===== config.mk =====
export PLATFORM = sky130hd
export DESIGN_NAME = double_ended_stack_allocator
export DESIGN_NICKNAME = d
export VERILOG_FILES = /design/src/sv/desa_pkg.sv /design/src/sv/desa_alloc.sv /design/src/sv/double_ended_stack_allocator.sv
export SDC_FILE = /design/constraint.sdc
export NUM_CORES = 1
export LEC_CHECK = 0
export BUFFER_PORTS_ARGS = -buffer_cell sky130_fd_sc_hd__buf_2
export CORE_ASPECT_RATIO = 1.1
export CORE_MARGIN = 2
export CORE_UTILIZATION = 25
export DETAILED_ROUTE_END_ITERATION = 12
export PLACE_DENSITY = 0.43
export SYNTH_ARGS = -nofsm -noshare
export SYNTH_HDL_FRONTEND = slang
export SYNTH_SLANG_ARGS = --single-unit

===== constraint.sdc =====
create_clock -name i_clk -period 13.8 [get_ports i_clk]
set_input_delay 0.69 -clock i_clk [delete_from_list [all_inputs] [get_ports i_clk]]
set_output_delay 0.69 -clock i_clk [all_outputs]
set_load 0.02 [all_outputs]

===== src/sv/desa_pkg.sv =====
`default_nettype none

package desa_pkg;

    localparam int REGION_BYTES_MAX_DEF = 65536;
    localparam int CAP_W  = 17;
    localparam int ADDR_W = 32;
    localparam int CNT_W  = 32;
    localparam int ALN_W  = 13;
    localparam logic [CAP_W-1:0] CAP_RESET = 17'd65536;
    localparam int CFG_IDX_W = 1;
    localparam logic [CFG_IDX_W-1:0] CFG_CAPACITY = 1'd0;
    localparam logic [CFG_IDX_W-1:0] CFG_BASE     = 1'd1;
    localparam logic SIDE_FRONT = 1'b0;
    localparam logic SIDE_BACK  = 1'b1;

    typedef enum logic [1:0] {
        OP_ALLOC = 2'd0,
        OP_MARK  = 2'd1,
        OP_RESET = 2'd2,
        OP_CLEAR = 2'd3
    } t_op;

    typedef struct packed {
        t_op              op;
        logic             side;
        logic [CAP_W-1:0] request_size;
        logic [ALN_W-1:0] align_bytes;
    } t_in_req;

    typedef struct packed {
        logic              granted;
        logic [ADDR_W-1:0] block_address;
        logic [CAP_W-1:0]  front_used;
        logic [CAP_W-1:0]  back_start;
        logic [CNT_W-1:0]  bytes_needed;
        logic [CNT_W-1:0]  call_count;
    } t_out_res;

    typedef struct packed {
        logic              ok;
        logic [ADDR_W-1:0] addr;
        logic [ADDR_W-1:0] pad;
        logic [CAP_W-1:0]  front_nxt;
        logic [CAP_W-1:0]  back_nxt;
    } t_alloc_res;

endpackage

`default_nettype wire


===== src/sv/desa_alloc.sv =====
`default_nettype none

module desa_alloc #(
    parameter int OFS_W = 17
) (
    input  desa_pkg::t_in_req              i_req,
    input  logic [OFS_W-1:0]               i_front,
    input  logic [OFS_W-1:0]               i_back,
    input  logic [desa_pkg::ADDR_W-1:0]    i_base,
    output desa_pkg::t_alloc_res           o_res
);

    logic [desa_pkg::ADDR_W-1:0] m;
    logic [desa_pkg::ADDR_W-1:0] uf, memf, padf;
    logic [desa_pkg::ADDR_W-1:0] ub, memb, padb;
    logic [desa_pkg::ADDR_W:0]   totf, totb, take;
    logic                        fullf, fullb, full;

    always_comb begin
        m = (i_req.align_bytes != '0) ?
            (desa_pkg::ADDR_W'(i_req.align_bytes) - 32'd1) : '0;

        uf   = i_base + desa_pkg::ADDR_W'(i_front);
        memf = (uf + m) & ~m;
        padf = memf - uf;
        totf = 33'(i_req.request_size) + 33'(padf);
        fullf = (34'(i_front) + 34'(totf)) > 34'(i_back);

        ub   = i_base + desa_pkg::ADDR_W'(i_back) - desa_pkg::ADDR_W'(i_req.request_size);
        memb = ub & ~m;
        padb = ub - memb;
        totb = 33'(i_req.request_size) + 33'(padb);
        take = (totb < 33'(i_back)) ? totb : 33'(i_back);
        fullb = (33'(i_back) - take) <= 33'(i_front);

        full = (i_req.side == desa_pkg::SIDE_BACK) ? fullb : fullf;

        o_res.ok        = (i_req.request_size != '0) && !full;
        o_res.addr      = (i_req.side == desa_pkg::SIDE_BACK) ? memb : memf;
        o_res.pad       = (i_req.side == desa_pkg::SIDE_BACK) ? padb : padf;
        o_res.front_nxt = desa_pkg::CAP_W'(34'(i_front) + 34'(totf));
        o_res.back_nxt  = desa_pkg::CAP_W'(33'(i_back) - totb);
    end

endmodule

`default_nettype wire


===== src/sv/double_ended_stack_allocator.sv =====
// channel | direction | handshake                   | payload
// request | in        | i_in_valid / o_in_stall     | i_in_req  (desa_pkg::t_in_req)
// result  | out       | o_out_valid / i_out_stall   | o_out_res (desa_pkg::t_out_res)
// config  | in        | i_cfg_valid / o_cfg_ready   | i_cfg_index, i_cfg_data
// One request per cycle while the result is not stalled; a request passes the input register, then the result register.
// Offsets, markers and counters update when a request moves into the result register.
// A stalled result holds; the input register still fills behind it, then stalls.
// Reset and any config write restore empty sides, zero counters, inactive markers.
`default_nettype none

module double_ended_stack_allocator #(
    parameter int REGION_BYTES_MAX = desa_pkg::REGION_BYTES_MAX_DEF
) (
    input  logic                                i_clk,
    input  logic                                i_rst_n,
    input  logic                                i_in_valid,
    output logic                                o_in_stall,
    input  desa_pkg::t_in_req                   i_in_req,
    output logic                                o_out_valid,
    input  logic                                i_out_stall,
    output desa_pkg::t_out_res                  o_out_res,
    input  logic                                i_cfg_valid,
    output logic                                o_cfg_ready,
    input  logic [desa_pkg::CFG_IDX_W-1:0]      i_cfg_index,
    input  logic [desa_pkg::ADDR_W-1:0]         i_cfg_data
);

    localparam int CAP_MAXV  = (1 << desa_pkg::CAP_W) - 1;
    localparam int CAP_LIMIT = (REGION_BYTES_MAX < CAP_MAXV) ? REGION_BYTES_MAX : CAP_MAXV;
    localparam int OFS_W     = $clog2(CAP_LIMIT + 1);
    localparam logic [desa_pkg::CAP_W-1:0] CAP_LIM_V = desa_pkg::CAP_W'(CAP_LIMIT);
    localparam logic [OFS_W-1:0] CAP_RST_V =
        (desa_pkg::CAP_RESET > CAP_LIM_V) ? OFS_W'(CAP_LIM_V) : OFS_W'(desa_pkg::CAP_RESET);

    logic                        r_in_vld, r_out_vld;
    desa_pkg::t_in_req           r_in_req;
    desa_pkg::t_out_res          r_out_res, n_out_res;
    logic [OFS_W-1:0]            r_cap, r_front, r_back, n_front, n_back;
    logic [OFS_W-1:0]            r_mark [2];
    logic [OFS_W-1:0]            n_mark [2];
    logic [1:0]                  r_mact, n_mact;
    logic [desa_pkg::ADDR_W-1:0] r_base;
    logic [desa_pkg::CNT_W-1:0]  r_need, r_calls, n_need, n_calls;
    logic                        in_acc, out_adv, cfg_wr;
    logic [desa_pkg::CAP_W-1:0]  cfg_cap;
    desa_pkg::t_alloc_res        alloc;

    assign out_adv     = r_in_vld && (!r_out_vld || !i_out_stall);
    assign o_in_stall  = r_in_vld && !out_adv;
    assign in_acc      = i_in_valid && !o_in_stall;
    assign o_cfg_ready = !r_in_vld;
    assign cfg_wr      = i_cfg_valid && o_cfg_ready;
    assign cfg_cap     = i_cfg_data[desa_pkg::CAP_W-1:0];
    assign o_out_valid = r_out_vld;
    assign o_out_res   = r_out_res;

    desa_alloc #(
        .OFS_W(OFS_W)
    ) u_alloc (
        .i_req   (r_in_req),
        .i_front (r_front),
        .i_back  (r_back),
        .i_base  (r_base),
        .o_res   (alloc)
    );

    always_comb begin
        n_front  = r_front;
        n_back   = r_back;
        n_need   = r_need;
        n_calls  = r_calls;
        n_mark   = r_mark;
        n_mact   = r_mact;
        n_out_res = '0;
        n_out_res.granted = 1'b1;
        case (r_in_req.op)
            desa_pkg::OP_ALLOC: begin
                n_out_res.granted = alloc.ok;
                if (r_in_req.request_size != '0) begin
                    n_need = r_need + desa_pkg::CNT_W'(r_in_req.request_size);
                end
                if (alloc.ok) begin
                    n_need  = r_need + desa_pkg::CNT_W'(r_in_req.request_size) + alloc.pad;
                    n_calls = r_calls + 32'd1;
                    n_out_res.block_address = alloc.addr;
                    if (r_in_req.side == desa_pkg::SIDE_BACK) begin
                        n_back = OFS_W'(alloc.back_nxt);
                    end else begin
                        n_front = OFS_W'(alloc.front_nxt);
                    end
                end
            end
            desa_pkg::OP_MARK: begin
                n_mact[r_in_req.side] = 1'b1;
                n_mark[r_in_req.side] =
                    (r_in_req.side == desa_pkg::SIDE_BACK) ? r_back : r_front;
            end
            desa_pkg::OP_RESET: begin
                if (r_in_req.side == desa_pkg::SIDE_BACK) begin
                    n_need = r_need - (desa_pkg::CNT_W'(r_cap) - desa_pkg::CNT_W'(r_mark[1]));
                    n_back = r_mact[1] ? r_mark[1] : r_cap;
                end else begin
                    n_need  = r_need - (desa_pkg::CNT_W'(r_front) - desa_pkg::CNT_W'(r_mark[0]));
                    n_front = r_mact[0] ? r_mark[0] : '0;
                end
                n_mact[r_in_req.side] = 1'b0;
            end
            desa_pkg::OP_CLEAR: begin
                n_front = '0;
                n_back  = r_cap;
                n_need  = '0;
                n_calls = '0;
            end
            default: begin
                n_out_res.granted = 1'b0;
            end
        endcase
        n_out_res.front_used   = desa_pkg::CAP_W'(n_front);
        n_out_res.back_start   = desa_pkg::CAP_W'(n_back);
        n_out_res.bytes_needed = n_need;
        n_out_res.call_count   = n_calls;
    end

    always_ff @(posedge i_clk) begin
        if (!i_rst_n) begin
            r_in_vld  <= 1'b0;
            r_out_vld <= 1'b0;
            r_cap     <= CAP_RST_V;
            r_base    <= '0;
            r_front   <= '0;
            r_back    <= CAP_RST_V;
            r_need    <= '0;
            r_calls   <= '0;
            r_mark[0] <= '0;
            r_mark[1] <= '0;
            r_mact    <= '0;
        end else begin
            if (in_acc) begin
                r_in_vld <= 1'b1;
            end else if (out_adv) begin
                r_in_vld <= 1'b0;
            end
            if (out_adv) begin
                r_out_vld <= 1'b1;
            end else if (!i_out_stall) begin
                r_out_vld <= 1'b0;
            end
            if (cfg_wr) begin
                r_front   <= '0;
                r_need    <= '0;
                r_calls   <= '0;
                r_mark[0] <= '0;
                r_mark[1] <= '0;
                r_mact    <= '0;
                if (i_cfg_index == desa_pkg::CFG_CAPACITY) begin
                    r_cap  <= (cfg_cap > CAP_LIM_V) ? OFS_W'(CAP_LIM_V) : OFS_W'(cfg_cap);
                    r_back <= (cfg_cap > CAP_LIM_V) ? OFS_W'(CAP_LIM_V) : OFS_W'(cfg_cap);
                end else begin
                    r_base <= i_cfg_data;
                    r_back <= r_cap;
                end
            end else if (out_adv) begin
                r_front <= n_front;
                r_back  <= n_back;
                r_need  <= n_need;
                r_calls <= n_calls;
                r_mark  <= n_mark;
                r_mact  <= n_mact;
            end
        end
    end

    always_ff @(posedge i_clk) begin
        if (in_acc) begin
            r_in_req <= i_in_req;
        end
        if (out_adv) begin
            r_out_res <= n_out_res;
        end
    end

    a_front_in_region: assert property (@(posedge i_clk) disable iff (!i_rst_n)
        (r_front <= r_cap) && (r_back <= r_cap))
        else $error("offset beyond region");

    a_addr_only_granted: assert property (@(posedge i_clk) disable iff (!i_rst_n)
        (r_out_vld && (r_out_res.block_address != '0)) |-> r_out_res.granted)
        else $error("address on a failed request");

    a_cfg_reinit: assert property (@(posedge i_clk) disable iff (!i_rst_n)
        cfg_wr |=> ((r_front == '0) && (r_calls == '0) && (r_mact == 2'b00)))
        else $error("config write did not reinitialize");

    a_stall_needs_item: assert property (@(posedge i_clk) disable iff (!i_rst_n)
        o_in_stall |-> (r_in_vld && r_out_vld))
        else $error("stall with no pending request");

endmodule

`default_nettype wire


* Word-level counts from Yosys, hierarchy flattened
Cells that the tools add are included.
** Word-level totals
- Register bits :: 349
- Input port bits :: 71
- Output and inout port bits :: 134
** Operators by class
- $add $sub $neg :: 19
- $lt $le $gt $ge :: 8
- Equality and inequality tests :: 4
- Multiplexer cells :: 36
- Bitwise operators :: 8
- Reductions and logical operators :: 25
** Operator list (count)
- two-way mux 17 bit :: 14
- two-way mux 32 bit :: 7
- subtractor 32 bit :: 4
- one-hot mux 17 bit (3 select lines) :: 2
- adder 32 x 17 -> 32 bit :: 3
- one-hot mux 32 bit (3 select lines) :: 1
- adder 17 x 32 -> 33 bit :: 2
- adder 32 bit :: 2
- AND 32 bit :: 2
- one-hot mux 32 bit (2 select lines) :: 1
- subtractor 17 x 17 -> 18 bit :: 2
- adder 17 x 33 -> 34 bit :: 1
- bitwise mux 34 bit :: 1
- greater-than comparator 34 x 17 -> 1 bit :: 1
- <= comparator 33 x 17 -> 1 bit :: 1
- < comparator 33 x 17 -> 1 bit :: 1
- two-way mux 33 bit :: 1
- subtractor 17 x 33 -> 33 bit :: 1
- adder 32 x 1 -> 32 bit (second input constant) :: 1
- NOT 32 bit :: 1
- subtractor 32 x 17 -> 32 bit :: 1
- demux 17 bit (select 1 bit) :: 1
- greater-than comparator 17 bit (second input constant) :: 1
- nonzero test 17 bit :: 1
- other kinds (25) :: 47

* Depth between registers and ports, before layout
- Depth after elaboration :: 17
- Depth in mapped cells :: 66

* By module
A second synthesis with hierarchy kept.
** Second synthesis, totals
- Cell total of the unflattened synthesis :: 4410
- Area total of the unflattened synthesis :: 34996.1 um2
** Modules (own cells, without submodules)
- double_ended_stack_allocator :: instances 1, cells each 2378, area an instance 20717.4 um2, seq. area each 8628.3 um2
- desa_alloc :: instances 1, cells each 2032, area an instance 14278.7 um2, seq. area each 0.0 um2

* Worst setup path after synthesis
Ideal clock, no wire load.
- Path kind :: reg-to-reg
- From :: register r_back[1]
- To :: register r_need[13] (netlist name)
- Arrival time :: 11.755 ns
- Data required time :: 13.419 ns
- Setup slack :: 1.665 ns
- Cell stages (with the launch flop) :: 61
- Buffers on the path :: 3
- Cell sequence :: dfxtp_1 > inv_1 > fa_1 > inv_1 > fa_1 > a21o_1 > a21o_1 > a21o_1 > a21oi_1 > xnor2_1 > a211oi_4 > nand4_2 > or4_1 > buf_2 > nor3_1 > a21oi_1 > nor2_1 > a21oi_1 > [... 25 more ...] > o21ai_0 > xor2_1 > ha_1 > nand2_1 > nor2_1 > o211ai_1 > a21oi_1 > a2111oi_0 > o2111ai_1 > a22oi_1 > a21oi_1 > o211ai_1 > a2111oi_2 > nand4_1 > nor2_1 > nor3b_1 > a2111oi_0 > a2111oi_0
** On the way
- Word-level cells in the longest chain between the ends :: 14
** RTL lines
- start, declared :: line double_ended_stack_allocator.sv:38 : logic [OFS_W-1:0] r_cap, r_front, r_back, n_front, n_back;
- start signal, assigned :: line double_ended_stack_allocator.sv:157 : r_back <= (cfg_cap > CAP_LIM_V) ? OFS_W'(CAP_LIM_V) : OFS_W'(cfg_cap);
- start signal, assigned :: line double_ended_stack_allocator.sv:160 : r_back <= r_cap;
- start signal, assigned :: line double_ended_stack_allocator.sv:164 : r_back <= n_back;
- adder 32 x 17 -> 32 bit :: line desa_alloc.sv:29 : ub = i_base + desa_pkg::ADDR_W'(i_back) - desa_pkg::ADDR_W'(i_req.request_size);
- subtractor 32 x 17 -> 32 bit :: line desa_alloc.sv:29
- AND 32 bit :: line desa_alloc.sv:30 : memb = ub & ~m;
- subtractor 32 bit :: line desa_alloc.sv:31 : padb = ub - memb;
- adder 17 x 32 -> 33 bit :: line desa_alloc.sv:32 : totb = 33'(i_req.request_size) + 33'(padb);
- < comparator 33 x 17 -> 1 bit :: line desa_alloc.sv:33 : take = (totb < 33'(i_back)) ? totb : 33'(i_back);
- two-way mux 33 bit :: line desa_alloc.sv:33
- subtractor 17 x 33 -> 33 bit :: line desa_alloc.sv:34 : fullb = (33'(i_back) - take) <= 33'(i_front);
- <= comparator 33 x 17 -> 1 bit :: line desa_alloc.sv:34
- two-way mux 1 bit :: line desa_alloc.sv:36 : full = (i_req.side == desa_pkg::SIDE_BACK) ? fullb : fullf;
- logical NOT 1 bit :: line desa_alloc.sv:38 : o_res.ok = (i_req.request_size != '0) && !full;
- logical AND 1 bit :: line desa_alloc.sv:38
- two-way mux 32 bit * :: line double_ended_stack_allocator.sv:82 : if (alloc.ok) begin
- one-hot mux 32 bit (3 select lines) * :: line double_ended_stack_allocator.sv:76 : case (r_in_req.op)
- end signal, assigned :: line double_ended_stack_allocator.sv:165 : r_need <= n_need;
- end, declared :: line double_ended_stack_allocator.sv:43 : logic [desa_pkg::CNT_W-1:0] r_need, r_calls, n_need, n_calls;
Every way passes the cells marked *; elsewhere a longest branch is shown, timed or not.
A chain may end at the register's enable or synchronous reset.

* Worst setup path in the final report
- From :: register r_in_req[15] (netlist name)
- To :: register r_need[1] (netlist name)
** On the way
- Word-level cells in the longest chain between the ends :: 13
** RTL lines
- start, declared :: line double_ended_stack_allocator.sv:36 : desa_pkg::t_in_req r_in_req;
- start signal, assigned :: line double_ended_stack_allocator.sv:175 : r_in_req <= i_in_req;
- subtractor 32 x 17 -> 32 bit :: line desa_alloc.sv:29
- AND 32 bit :: line desa_alloc.sv:30
- subtractor 32 bit :: line desa_alloc.sv:31
- adder 17 x 32 -> 33 bit :: line desa_alloc.sv:32
- < comparator 33 x 17 -> 1 bit :: line desa_alloc.sv:33
- two-way mux 33 bit :: line desa_alloc.sv:33
- subtractor 17 x 33 -> 33 bit :: line desa_alloc.sv:34
- <= comparator 33 x 17 -> 1 bit :: line desa_alloc.sv:34
- two-way mux 1 bit :: line desa_alloc.sv:36
- logical NOT 1 bit :: line desa_alloc.sv:38
- logical AND 1 bit :: line desa_alloc.sv:38
- two-way mux 32 bit * :: line double_ended_stack_allocator.sv:82
- one-hot mux 32 bit (3 select lines) * :: line double_ended_stack_allocator.sv:76
Marked as above.

==> metrics.csv <==
stage,metric,value,unit
floorplan,core_area,139600,µm²
layout,multiInputGateArea,24590,µm²
worst_setup_path,worstSetupStartpoint,r_in_req[15],
timing,setup-tns-final,0,ns
worst_setup_path,cp_num_buf_inv,5,
yosys,yosysTopAreaCell,edfxtp_1,
worst_setup_path,reg2reg_from,r_in_req[15],
floorplan,die_y,396.8,µm
status,outcome,"complete, no violations",
clocking,numCtsBuffers,48,
floorplan,die-area,143300,µm²
global_route,track_usage,20.57,%
clocking,clock_path_buffers,3,
worst_hold_path,hold_start,i_in_req[32],
worst_setup_path,crit_arrival,13.63,ns
job,cap_violations,0,
place,gp_congestion,0.9248,
timing,setup_violations,0,
yosys,syn-cell-area,35060,µm²
timing,max_freq,76.45,MHz
timing,rsz0062_at_grt,false,
timing,slew_viol_final,0,
global_route,grt_pass1_vias,32790,
place,dpl_cell_area,38860,µm²
worst_setup_path,required,14.35,ns
global_route,grt_max_degree,82,
timing,timing.final.crit_share,94.79,%
worst_setup_path,startpoint_type,flip-flop,
routing,wl,153.0,mm
pwr,p_leak,16.70,nW
floorplan,rows,144,
yosys,synth-main-ff-cell,dfxtp_1,
worst_setup_path,crit_slowest_cell,or4_4,
worst_setup_path,slowest_delay,0.64,ns
pwr,intPower,2.990,mW
worst_setup_path,critPathTopFamily,compound AO/OA/AOI/OAI gates,
timing,hold_viol,0,
layout,nNetsFinal,5173,
layout,n_fill_cell,15040,
layout,layout.cells.non_filler,6567,
yosys,yosysUniqueCellTypes,103,
timing,finalCriticalPeriod,13.08,ns
worst_setup_path,worst-setup-path-type,flip-flop to flip-flop,
yosys,yosysSeqAreaShare,24.61,%
layout,area_growth,16.14,%
yosys,synthCells,4472,
pwr,pwr-share-clk,24.5,%
pwr,power_density,132.7,nW/µm²
timing,worst_pin_slew,1.226,ns
worst_setup_path,cp.depth,56,
timing,finClkSkew,0.05465,ns
yosys,async_flop_share,0,%
yosys,synth_top_area_share,14.04,%
pwr,p_switching,2.416,mW
worst_setup_path,r2r_cells,56,
pwr,swShare,44.69,%
pwr,ir_drop,104.6,µV
layout,fin_area,40730,µm²
worst_setup_path,cpMostUsedCell,a21oi_1,
pwr,combPwrFrac,53.5,%
worst_hold_path,whs_path_depth,1,
layout,drive_gt1_share,11.69,%
place,dp.cells,6468,
global_route,grt_pass1_wl,220.2,mm
layout,final_util,29.17,%
layout,ff_latch_area,8628,µm²
clocking,clock-sinks,349,
worst_setup_path,critPathMaxFanout,21,
routing,drc,0,
yosys,syn_avg_cell_area,7.841,µm²
worst_setup_path,r2r_slack,0.72,ns
floorplan,pin_count,205,
place,dp_hpwl,122.4,mm
global_route,grt_overflow_total,0,
yosys,ys_top_cells_by_count,"nand2_1 (529), a21oi_1 (403), inv_1 (367)",
yosys,synthTopCellsByArea,"edfxtp_1 (14%), ha_1 (13%), dfxtp_1 (11%), a21oi_1 (5.8%), nand2_1 (5.7%)",
floorplan,die_w,361.1,µm
clocking,htree_levels,2,
yosys,synth_warnings,0,
routing,vias,34170,
routing,antenna_left,0,
worst_hold_path,whs_endpoint,r_in_req[32],
clocking,cts_root_buffer,clkbuf_16,
yosys,synthesis.nets,4945,
worst_setup_path,worstReg2RegEnd,r_need[1],
routing,viasPerCell,5.203,
global_route,antenna_found_initial,8,
worst_setup_path,setup.worst_path.end_class,flip-flop,
clocking,insertion_delay,0.68,ns
yosys,ys_ff_latch,349,
yosys,synth.most_common_cell,nand2_1,
clocking,cts.clk_slew.worst_paths,0.06,ns
routing,first_pass_iters,6,
routing,avgRoutedWirePerCell,23.29,µm
floorplan,initial_core_util,25.11,%
worst_hold_path,hp-class,input port to flip-flop,
yosys,synth-edff-count,164,
place,port_buffers,204,
timing,slew_headroom,18.15,%
clocking,tritoncts,done,
pwr,power_frac_seq,21.9,%
routing,drt_iter0_markers,2627,
-- repair_timing --
action / CTS / global route
gates resized for setup: 0 / 31
setup buffers: 0 / 6
hold endpoints to repair: 0 / 0
hold buffers: 0 / 0
endpoints found under the setup margin: 0 / 221
-- worst max-delay path by stage --
stage | end | slack (ns)
floorplan | r_need[13] | 1.66
global placement | o_out_res[30] | 0.18
detailed placement | o_out_res[30] | 0.07
CTS | o_out_res[60] | 0.05
global route | o_out_res[60] | 0.01
finish | r_need[1] | 0.72
-- per-stage QoR --
stage	setup WS [ns]	total power, mW	hold WS (ns)
2_1_floorplan	1.665	3.098	0.4490
3_3_place_gp	0.1778	4.035	0.4612
3_5_place_dp	0.06725	4.022	0.4653
4_1_cts	0.05237	5.387	0.1422
5_1_grt	0.01007	5.750	0.1593
6_report	0.7187	5.406	0.1854
-- cell usage in the layout (no fill, tap or decap), drive strengths merged, types with 37 or more instances in the layout --
cell type / count
nand2: 531
a21oi: 405
inv: 371
ha: 357
nor2: 346
buf: 344
o21ai: 294
xnor2: 210
dfxtp: 185
edfxtp: 164
nor3: 106
a21o: 93
nand3: 88
xor2: 83
a31oi: 75
a21boi: 64
mux2i: 62
o21a: 61
clkbuf: 59
nand2b: 49
and3: 49
nor2b: 47
fa: 45
nor4: 45
a211oi: 42
o21bai: 40
or3: 39
nand4: 37
-- state kept, by name, indices dropped and copies added (netlist names), named ones only --
name and flops:
o_out_res 131, r_need 32, r_mark 34, r_calls 32, r_in_vld 1, r_cap 17, r_base 32, r_in_req 33
r_front 17, o_out_valid 1, r_back 17
-- power by group through the flow --
stage               Combinational, mW  Sequential (mW)  Clock [mW]
floorplan                        1.88             1.22           0
global placement                 2.83             1.21           0
detailed placement               2.81             1.21           0
CTS                              2.83             1.19        1.37
global route                     3.15             1.19        1.41
finish                           2.89             1.19        1.33
-- worst register-to-register path: cells and delay by family (launching register included) --
kind	cells	cell delay [ns]
AO/OA/AOI/OAI	28	5.51
adder cells (fa/ha/maj)	7	2.50
AND/OR/NAND/NOR	11	2.35
buffers and inverters	5	0.77
XOR/XNOR	3	0.65
multiplexers	2	0.62
flip-flops	1	0.56
-- area by class of cell --
type / instances / share of cell area [%]
inverters: 371 / 3.435
well taps: 1825 / 5.607
multi-input cells: 3585 / 60.39
clock buffers: 58 / 3.140
repair buffers: 345 / 5.303
diodes: 2 / 0.01229
flip-flops and latches: 349 / 21.19
clock inverters: 32 / 0.9248
-- logic make-up (layout without fill, tap and decap cells) --
| family | after synthesis | in the layout | synth area share (%) |
|---|---|---|---|
| AOI/OAI and AO/OA | 1347 | 1347 | 24.62 |
| DFF | 349 | 349 | 24.61 |
| buffers and inverters | 538 | 806 | 5.895 |
| xor gates and xnor gates | 293 | 293 | 7.318 |
| adders and majority gates | 402 | 402 | 15.31 |
| muxes | 80 | 80 | 2.348 |
| other | 1 | 3 | 0.01069 |
| and+or+nand+nor | 1462 | 1462 | 19.89 |
-- metal layers --
layer,vias up,global-route usage [%],share of wire (%)
met3,181,2.091,4.8
met2,966,33.44,45
met4,2,8.368,4.4
met1,16430,27.80,45
li1,16590,-,-
met5,-,0,0.0046
Note: power is estimated with default switching activity, not from simulation.
